===== src/hw/rtl/ipsvm_pkg.sv =====
`default_nettype none
package ipsvm_pkg;

  localparam int DUTY_FRAC_BITS_DEF = 16;
  localparam int ANGLE_BITS_DEF     = 16;

  localparam int CORDIC_STAGES = 24;
  localparam int XW            = 44;  // CORDIC vector width
  localparam int QUEUE_DEPTH   = 2;

  localparam logic [31:0] CORDIC_GAIN   = 32'd2608131496;
  localparam logic [31:0] INV_SQRT3     = 32'd2479700525;
  localparam logic [16:0] MAX_MOD_RESET = 17'd37837;
  localparam logic signed [23:0] Q16_ONE = 24'sd65536;

  typedef struct packed {
    logic               bus_zero;
    logic signed [15:0] vd;
    logic signed [15:0] vq;
    logic [15:0]        bus;
    logic [31:0]        sum;
    logic [1:0]         quad;
    logic signed [31:0] z;
  } ipsvm_item_t;

  typedef enum logic [3:0] {
    ST_IDLE, ST_ZERO, ST_SQRT, ST_LIM, ST_NUM, ST_DIV, ST_PRE, ST_CORDIC,
    ST_GAIN_X, ST_GAIN_Y, ST_GAIN_B, ST_SCALE_S, ST_ROUND_S, ST_SEXT, ST_DUTY
  } back_state_t;

  typedef enum logic [2:0] {
    SEXT_1 = 3'd1, SEXT_2 = 3'd2, SEXT_3 = 3'd3,
    SEXT_4 = 3'd4, SEXT_5 = 3'd5, SEXT_6 = 3'd6
  } sext_t;

  // Arctangent of 2^-i in units of 2^-32 turn.
  function automatic logic [29:0] atan_turn(input logic [4:0] i);
    logic [29:0] r;
    case (i)
      5'd0:  r = 30'd536870912;
      5'd1:  r = 30'd316933406;
      5'd2:  r = 30'd167458907;
      5'd3:  r = 30'd85004756;
      5'd4:  r = 30'd42667331;
      5'd5:  r = 30'd21354465;
      5'd6:  r = 30'd10679838;
      5'd7:  r = 30'd5340245;
      5'd8:  r = 30'd2670163;
      5'd9:  r = 30'd1335087;
      5'd10: r = 30'd667544;
      5'd11: r = 30'd333772;
      5'd12: r = 30'd166886;
      5'd13: r = 30'd83443;
      5'd14: r = 30'd41722;
      5'd15: r = 30'd20861;
      5'd16: r = 30'd10430;
      5'd17: r = 30'd5215;
      5'd18: r = 30'd2608;
      5'd19: r = 30'd1304;
      5'd20: r = 30'd652;
      5'd21: r = 30'd326;
      5'd22: r = 30'd163;
      5'd23: r = 30'd81;
      default: r = 30'd0;
    endcase
    return r;
  endfunction

  function automatic logic signed [17:0] sat18(input logic signed [31:0] v);
    logic signed [17:0] r;
    if (v > 32'sd131071) r = 18'sd131071;
    else if (v < -32'sd131072) r = -18'sd131072;
    else r = v[17:0];
    return r;
  endfunction

endpackage
`default_nettype wire


===== src/hw/rtl/ipsvm_queue.sv =====
`default_nettype none
module ipsvm_queue (
  input  wire logic              clk,
  input  wire logic              rst_n,
  input  wire logic              push_i,
  input  ipsvm_pkg::ipsvm_item_t item_i,
  output logic                   full_o,
  input  wire logic              pop_i,
  output ipsvm_pkg::ipsvm_item_t item_o,
  output logic                   empty_o
);
  import ipsvm_pkg::*;

  localparam int PTR_W = (QUEUE_DEPTH > 1) ? $clog2(QUEUE_DEPTH) : 1;

  ipsvm_item_t      entry_r [QUEUE_DEPTH];
  logic [PTR_W-1:0] wr_ptr_r, rd_ptr_r;
  logic [PTR_W:0]   count_r;

  assign full_o  = (count_r == (PTR_W+1)'(QUEUE_DEPTH));
  assign empty_o = (count_r == '0);
  assign item_o  = entry_r[rd_ptr_r];

  function automatic logic [PTR_W-1:0] ptr_inc(input logic [PTR_W-1:0] p);
    return (p == PTR_W'(QUEUE_DEPTH - 1)) ? '0 : p + 1'b1;
  endfunction

  always_ff @(posedge clk) begin
    if (!rst_n) begin
      wr_ptr_r <= '0;
      rd_ptr_r <= '0;
      count_r  <= '0;
    end else begin
      if (push_i) wr_ptr_r <= ptr_inc(wr_ptr_r);
      if (pop_i)  rd_ptr_r <= ptr_inc(rd_ptr_r);
      if (push_i && !pop_i)      count_r <= count_r + 1'b1;
      else if (pop_i && !push_i) count_r <= count_r - 1'b1;
    end
  end

  always_ff @(posedge clk) begin
    if (push_i) entry_r[wr_ptr_r] <= item_i;
  end

  a_no_overflow: assert property (@(posedge clk) disable iff (!rst_n)
    push_i |-> !full_o) else $error("queue written while full");
  a_no_underflow: assert property (@(posedge clk) disable iff (!rst_n)
    pop_i |-> !empty_o) else $error("queue read while empty");
  a_count_bound: assert property (@(posedge clk) disable iff (!rst_n)
    count_r <= (PTR_W+1)'(QUEUE_DEPTH)) else $error("queue count out of range");
  a_push_lands: assert property (@(posedge clk) disable iff (!rst_n)
    push_i && !pop_i |=> !empty_o) else $error("pushed item not visible");

endmodule
`default_nettype wire


===== config.mk =====
export PLATFORM = sky130hd
export DESIGN_NAME = ipsvm_queue
export DESIGN_NICKNAME = d
export VERILOG_FILES = /design/src/hw/rtl/ipsvm_pkg.sv /design/src/hw/rtl/ipsvm_queue.sv
export SDC_FILE = /design/constraint.sdc
export NUM_CORES = 1
export LEC_CHECK = 0
export BUFFER_PORTS_ARGS = -buffer_cell sky130_fd_sc_hd__buf_2
export CELL_PAD_IN_SITES_DETAIL_PLACEMENT = 0
export CELL_PAD_IN_SITES_GLOBAL_PLACEMENT = 2
export CORE_AREA = 5 5 162 164
export CTS_BUF_LIST = sky130_fd_sc_hd__clkbuf_8
export CTS_CLUSTER_DIAMETER = 150
export CTS_CLUSTER_SIZE = 28
export DETAILED_ROUTE_END_ITERATION = 12
export DIE_AREA = 0 0 167 169
export PLACE_DENSITY_LB_ADDON = 0.12
export RECOVER_POWER = 100
export SYNTH_ARGS = -nofsm -noshare
export SYNTH_HDL_FRONTEND = slang
export SYNTH_SLANG_ARGS = --single-unit

===== constraint.sdc =====
create_clock -name clk -period 7.1 [get_ports clk]
set_input_delay 1.42 -clock clk [delete_from_list [all_inputs] [get_ports clk]]
set_output_delay 1.42 -clock clk [all_outputs]
set_load 0.02 [all_outputs]

==> results of run 1 <==
-- registers in the layout, summed over array words and instances (netlist names), named ones only --
register / cells
entry_r: 230
count_r: 2
rd_ptr_r: 1
wr_ptr_r: 1
-- power by group through the flow --
stage                     Sequential [W]  Clock (W)  Combinational, W
after detailed placement         0.00167          0          0.000379
after global placement           0.00166          0          0.000374
final                            0.00163   0.000580          0.000328
after global routing             0.00164   0.000665          0.000356
after CTS                        0.00163   0.000618          0.000380
after floorplan                  0.00165          0          0.000257
-- per-stage QoR --
step	setup WS, ns	instances
6_report	2.02	956
5_1_grt	1.53	956
4_1_cts	2.53	956
3_5_place_dp	3.16	936
3_3_place_gp	3.21	936
2_1_floorplan	0.0520	380
-- worst reg2reg max path, stage by stage, from the launching register on --
cell	delay [ns]
dfxtp_1	0.37
and2_0	2.44
buf_4	1.09
-- placed cells by master, fill, tap and decap left out, drive strengths merged --
cell type / n
buf: 120
o21a: 1
nor2b: 3
mux2: 115
dfxtp: 5
edfxtp: 230
xor2: 2
ha: 1
nor2: 1
clkbuf: 132
and2: 4
a21boi: 1
xnor2: 1
o21ai: 1
or3: 1
inv: 8
-- final cells by class --
cell class	instances	area, µm²
well taps	330	413
multi-input cells	131	1420
flip-flops and latches	235	7010
repair buffers	239	1050
clock buffers	13	179
inverters	1	3.75
clock inverters	7	42.5
fillers	2359	14600
-- how the worst max path moves through the flow --
| stage | from | to | slack (ns) | depth (start not counted) |
|---|---|---|---|---|
| after floorplan | push_i | entry_r[0][0]$_DFFE_PP_ | 0.05 | 1 |
| after global placement | flop | item_o[105] | 3.21 | 3 |
| after detailed placement | flop | item_o[100] | 3.16 | 3 |
| after CTS | flop | item_o[109] | 2.53 | 3 |
| after global routing | push_i | entry_r[1][29]$_DFFE_PP_ | 1.53 | 3 |
| final | push_i | entry_r[1][33]$_DFFE_PP_ | 2.02 | 3 |
-- cell families after synthesis --
| group | synth area share (%) |
|---|---|
| adder cells (fa/ha/maj) | 0.144 |
| multiplexers | 17.0 |
| XOR/XNOR | 0.302 |
| flip-flops | 80.4 |
| AO/OA/AOI/OAI | 0.230 |
| buffers and inverters | 1.29 |
| AND/OR/NAND/NOR | 0.617 |
-- per-layer routing --
metal | GRT usage [%] | vias to the layer above | part of all wire [%]
met4 | 2.42 | 8 | 1.7
met3 | 4.79 | 22 | 8.4
met2 | 20.9 | 139 | 50
li1 | - | 1973 | -
met5 | 0 | - | 0.30
met1 | 14.2 | 2160 | 39
==> flow_summary.yaml, run 1 <==
outcome:
  outcome: "finished, violations left"
  violations: "max-capacitance violations, max-slew violations"
global_routing:
  grt_overflow: 0
  antenna_found_initial: 4
  grt_pass1_vias: 4665
  gr-usage-all-layers_pct: 12.0
  grt_start_max_net_pins: 68
  grt_pass1_wl_mm: 26.6
floorplan:
  ios: 236
  rows: 58
  initial_core_util_pct: 35.2
  coreArea_um2: 24700
  fp.dieW_um: 167
  dieArea_um2: 28200
  fp.dieH_um: 169
power:
  power_switching_w: 0.000636
  internal-power_w: 0.00190
  p_total_w: 0.00254
  leakagePower_nw: 3.45
  powerDensity_nw_per_um2: 251
  switching_share_pct: 25.0
  power_frac_seq_pct: 64.3
  p_clk_share_pct: 22.8
  comb_power_share_pct: 12.9
  ir_drop_mv: 0.165
sta:
  period_minus_slack_ns: 5.08
  timing.hold.ws_ns: 0.563
  max_slew_margin_pct: -128
  setup_violations: 0
  fmax_mhz: 197
  clock_skew_ns: 0.0314
  rsz0062_at_grt: "no"
  final_hold_viol_count: 0
  tightest_slew_ns: 3.42
  final-max-slew-violation-count: 162
  setup_tns_ns: 0
  fin_crit_sh_pct: 71.5
critical_path:
  worstReg2RegEnd: "entry_r[1][33]$_DFFE_PP_"
  critPathCaptureType: "flop"
  critPathLaunchType: "primary input"
  r2r_slack_ns: 2.75
  worstPathArrival_ns: 5.21
  cp_num_buf_inv: 2
  crit_family: "simple AND/OR/NAND/NOR gates"
  slowest_stage: "and2_0"
  cp_cell_sequence: "clkbuf_1, and2_0, buf_4"
  reg2reg_from: "wr_ptr_r$_SDFFE_PN0P_"
  critPathMaxStageDelay_ns: 2.47
  critPathMaxFanout: 67
  ff2ff_path_depth: 2
  worstSetupPathType: "primary input to flop"
  required_ns: 7.24
clocking:
  insertion_delay_ns: 0.53
  clk_pin_slew_ns: 0.16
  ctsResizeCount: 0
  clock-root-buffer: "clkbuf_8"
  post_cts_buffers: 0
  cts_num_sinks: 235
  htreeDepth: 1
  tritoncts: "done"
  numCtsBuffers: 12
  cts_hold_buffers: 0
  cts.path.max_buffers: 3
place:
  postPlaceCellArea_um2: 10200
  port_buffers: 235
  gp_congestion: 0.700
  hpwl_mm: 11.7
routing:
  wl_per_cell_um: 18.5
  dr.first_iter.drc_count: 161
  drcViolationCount: 0
  routed_via_density: 4.50
  vias: 4302
  wl_mm: 17.7
  drtPass1Iterations: 4
  drtAntennaViolNets: 0
job:
  max_cap_violations: 3
logic_synthesis:
  synthTopCellsByCount: "230 x edfxtp_1, 65 x mux2_2, 50 x mux2_4, 7 x buf_6, 6 x buf_2"
  synthDistinctLibCells: 17
  yosysWarnings: 0
  syn_avg_cell_area_um2: 22.9
  syn_nets: 500
  synth.yosys.seq_area_share_pct: 80.4
  ys_seq_elements: 235
  netlist.area_leader.share_pct: 79.3
  synthTopCellsByArea: "edfxtp_1 79%, mux2_4 8.6%, mux2_2 8.4%"
  synthFlopType: "edfxtp_1"
  synthArstFlopShare_pct: 0
  synthesis.area_um2: 8710
  synthCells: 380
  synth_edf_count: 230
  yosysMostFrequentCell: "edfxtp_1"
  synth_largest_area_cell: "edfxtp_1"
finish:
  area_growth_pct: 16.1
  final_util_pct: 40.9
  nets: 740
  design_area_um2: 10100
  drive_gt1_share_pct: 31.9
  diodes: 0
hold_path:
  hp-class: "flop to flop"
  whs_endpoint: "count_r[1]$_SDFFE_PN0P_"
  min-delay-start: "count_r[1]$_SDFFE_PN0P_"
  hold_depth: 2
Power figures use the tool's default switching activity.
==> run 2: changes to the inputs <==
==> constraint.sdc (replaced) <==
create_clock -name clk -period 4.3 [get_ports clk]
set_input_delay 0.86 -clock clk [delete_from_list [all_inputs] [get_ports clk]]
set_output_delay 0.86 -clock clk [all_outputs]
set_load 0.02 [all_outputs]
==> flow_summary.yaml, run 2 (synthesis results as in run 1) <==
routing:
  dr.first_iter.drc_count: 193
  drtAntennaViolNets: 0
  drtPass1Iterations: 4
  drcViolationCount: 0
  wl_mm: 17.5
  routed_via_density: 4.45
  wl_per_cell_um: 18.3
  vias: 4267
finish:
  nets: 742
  area_growth_pct: 17.2
  final_cell_mix: "230 x edfxtp_1, 127 x clkbuf_1, 108 x buf_2, 61 x mux2_2, 37 x mux2_1"
  diodes: 0
  n_fill_cell: 2296
  design_area_um2: 10200
  layout_commonest_cell: "edfxtp_1"
  largest-register: "entry_r"
  reg.largest.list: "entry_r x230, count_r x2"
  largest_reg_flops: 230
  drive_gt1_share_pct: 33.0
global_routing:
  antenna_found_initial: 2
  grt_pass1_vias: 4516
  grt_pass1_wl_mm: 25.8
  grt_start_max_net_pins: 65
  grt_overflow: 0
  gr-usage-all-layers_pct: 11.6
clocking:
  clk_pin_slew_ns: 0.16
  insertion_delay_ns: 0.51
  clock-root-buffer: "clkbuf_8"
  ctsResizeCount: 0
  numCtsBuffers: 12
  post_cts_buffers: 0
  htreeDepth: 1
  cts_hold_buffers: 0
  cts_num_sinks: 235
  tritoncts: "done"
  cts.path.max_buffers: 3
sta:
  setup_tns_ns: 0
  final_hold_viol_count: 0
  clock_skew_ns: 0.0246
  max_slew_margin_pct: -73.9
  period_minus_slack_ns: 3.30
  setup_violations: 0
  timing.hold.ws_ns: 0.510
  final-max-slew-violation-count: 74
  fin_crit_sh_pct: 76.7
  rsz0062_at_grt: "no"
  tightest_slew_ns: 2.61
  fmax_mhz: 303
outcome:
  violations: "max-capacitance violations, max-slew violations"
  outcome: "finished, violations left"
critical_path:
  required_ns: 3.44
  worstPathArrival_ns: 2.44
  critPathMaxFanout: 50
  worstSetupPathType: "flop to output pin"
  critPathCaptureType: "output pin"
  critPathLaunchType: "flop"
  reg2reg_from: "wr_ptr_r$_SDFFE_PN0P_"
place:
  hpwl_mm: 11.6
  gp_congestion: 0.720
  postPlaceCellArea_um2: 10300
  port_buffers: 235
floorplan:
  fp.dieH_um: 169
  dieArea_um2: 28200
  fp.dieW_um: 167
  rows: 58
  ios: 236
  initial_core_util_pct: 35.2
  coreArea_um2: 24700
hold_path:
  hp-class: "primary input to flop"
  min-delay-start: "item_i[52]"
power:
  powerDensity_nw_per_um2: 412
  leakagePower_nw: 3.51
  ir_drop_mv: 0.279
job:
  max_cap_violations: 2
run 2: critical path, stage by stage (launching register included):
cell and delay, ns:
dfxtp_4 0.55, clkbuf_4 0.71, mux2_2 0.41, clkbuf_1 0.19
run 2: final timing paths:
kind,end,slack (ns),depth (start not counted)
worst max-delay path,item_o[112],1.00,3
worst min-delay path,entry_r[0][52]$_DFFE_PP_,0.51,1
worst max register to register,entry_r[1][114]$_DFFE_PP_,1.20,2
worst min register to register,count_r[1]$_SDFFE_PN0P_,0.53,2
run 2: layout make-up:
class | instances | area (µm²) | area share, %
flip-flops and latches | 235 | 7010 | 68.6
clock buffers | 13 | 179 | 1.75
clock inverters | 7 | 42.5 | 0.416
multi-input cells | 131 | 1470 | 14.4
inverters | 1 | 3.75 | 0.0367
well taps | 330 | 413 | 4.04
repair buffers | 241 | 1100 | 10.7
run 2: layer usage:
| layer | track usage [%] | wire length, µm | part of all wire, % | up-vias |
|---|---|---|---|---|
| met2 | 18.8 | 8140 | 47 | 157 |
| li1 | - | - | - | 1976 |
| met4 | 2.17 | 200 | 1.1 | 4 |
| met5 | 0 | 21 | 0.12 | - |
| met3 | 4.83 | 1700 | 9.7 | 18 |
| met1 | 14.9 | 7440 | 43 | 2112 |
run 2: power by group:
group / internal, W / leakage [nW] / switching [W] / total, W
clock: 0.000297 / 0.135 / 0.000660 / 0.000956
combinational: 0.000215 / 1.17 / 0.000360 / 0.000575
sequential: 0.00264 / 2.20 / 0.0000331 / 0.00268
run 2: per-stage QoR:
stage	power [W]	util [%]	std cells	setup slack [ns]
after floorplan	0.00315	-	380	0.322
after global routing	0.00442	41.3	958	0.773
after CTS	0.00437	42.5	958	1.19
after detailed placement	0.00338	41.6	938	1.77
after global placement	0.00337	41.6	938	1.81
final	0.00421	41.3	958	1.00
==> run 3: changes to the inputs <==
==> constraint.sdc (replaced) <==
create_clock -name clk -period 2.85 [get_ports clk]
set_input_delay 0.57 -clock clk [delete_from_list [all_inputs] [get_ports clk]]
set_output_delay 0.57 -clock clk [all_outputs]
set_load 0.02 [all_outputs]
==> flow_summary.yaml, run 3 (synthesis results as in run 1) <==
place:
  postPlaceCellArea_um2: 10400
  gp_congestion: 0.699
  port_buffers: 235
  hpwl_mm: 12.0
finish:
  n_fill_cell: 2295
  layout_commonest_cell: "edfxtp_1"
  largest-register: "entry_r"
  final_util_pct: 42.1
  multi_input_area_um2: 1580
  largest_reg_flops: 230
  area_growth_pct: 19.6
  drive_gt1_share_pct: 47.6
  nets: 748
  reg.largest.list: "entry_r x230, count_r x2"
  final_cell_mix: "230 x edfxtp_1, 102 x buf_2, 70 x clkbuf_2, 67 x clkbuf_1, 59 x mux2_2"
  seq_area_um2: 7010
  design_area_um2: 10400
routing:
  vias: 4215
  dr.first_iter.drc_count: 171
  routed_via_density: 4.39
  wl_mm: 17.3
  drcViolationCount: 0
  drtAntennaViolNets: 0
  wl_per_cell_um: 18.0
  drtPass1Iterations: 4
critical_path:
  worstPathArrival_ns: 2.12
  critPathMaxFanout: 37
  critPathCaptureType: "output pin"
  cp_num_buf_inv: 2
  slowest_stage: "dfxtp_4"
  crit_family: "flip-flops"
  critPathLaunchType: "flop"
  cp_cell_sequence: "clkbuf_4, mux2_4, clkbuf_2"
  critPathMaxStageDelay_ns: 0.76
  required_ns: 2.28
  worstSetupPathType: "flop to output pin"
power:
  ir_drop_mv: 0.456
  p_total_w: 0.00639
  leakagePower_nw: 3.79
  powerDensity_nw_per_um2: 613
floorplan:
  fp.dieH_um: 169
  rows: 58
  dieArea_um2: 28200
  coreArea_um2: 24700
  initial_core_util_pct: 35.2
  fp.dieW_um: 167
  ios: 236
clocking:
  ctsResizeCount: 0
  clock-root-buffer: "clkbuf_8"
  cts_hold_buffers: 0
  htreeDepth: 1
  clk_pin_slew_ns: 0.16
  post_cts_buffers: 0
  insertion_delay_ns: 0.50
  cts.path.max_buffers: 3
  numCtsBuffers: 12
  tritoncts: "done"
  cts_num_sinks: 235
job:
  max_cap_violations: 2
global_routing:
  antenna_found_initial: 4
  grt_start_max_net_pins: 71
  grt_overflow: 0
  grt_pass1_vias: 4529
  gr-usage-all-layers_pct: 11.6
  grt_pass1_wl_mm: 25.7
hold_path:
  hp-class: "primary input to flop"
sta:
  setup_tns_ns: 0
  fmax_mhz: 372
  period_minus_slack_ns: 2.69
  clock_skew_ns: 0.0251
  final_hold_viol_count: 0
  final-max-slew-violation-count: 101
  rsz0062_at_grt: "no"
  fin_crit_sh_pct: 94.3
  max_slew_margin_pct: -28.7
  tightest_slew_ns: 1.93
  setup_violations: 0
outcome:
  outcome: "finished, violations left"
  violations: "max-capacitance violations, max-slew violations"
==> run 3: cell types whose count changed in the layout (fill, tap and decap cells not counted), sizes merged <==
cell	change
inv	-4
buf	-3
clkbuf	+9
diode	+1
==> run 3: area by class of cell <==
| class | count | area share [%] |
|---|---|---|
| sequential | 235 | 67.3 |
| multi-input combinational | 131 | 15.2 |
| timing repair buffer | 247 | 11.5 |
| tap | 330 | 3.96 |
| clock buffer | 13 | 1.72 |
| clock inverter | 3 | 0.264 |
| inverter | 1 | 0.0360 |
| antenna | 1 | 0.0240 |
==> run 3: metrics by stage <==
stage	worst slack (ns)	hold WS, ns	instances
floorplan	0.107	0.466	380
global placement	0.665	0.487	944
detailed placement	0.649	0.504	944
CTS	0.0575	0.167	960
global route	0.00361	0.163	961
finish	0.163	0.223	961
==> run 3: final timing paths <==
path / startpoint / endpoint / slack (ns) / depth (start not counted)
setup / recovery: flop / item_o[66] / 0.16 / 3
hold / removal: item_i[9] / entry_r[1][9]$_DFFE_PP_ / 0.22 / 1
setup reg to reg: wr_ptr_r$_SDFFE_PN0P_ / entry_r[1][0]$_DFFE_PP_ / 0.38 / 2
hold reg to reg: count_r[1]$_SDFFE_PN0P_ / count_r[1]$_SDFFE_PN0P_ / 0.54 / 2
==> run 3: power breakdown <==
part	internal (W)	switching (W)	total, W
registers	0.00399	0.0000639	0.00406
clock network	0.000441	0.000970	0.00141
logic	0.000384	0.000535	0.000919
==> run 3: per-layer routing <==
metal / share of wire (%) / GRT usage (%)
met1: 43 / 15.0
met2: 46 / 18.7
met3: 8.6 / 4.67
met4: 1.7 / 2.28
met5: 0.28 / 0
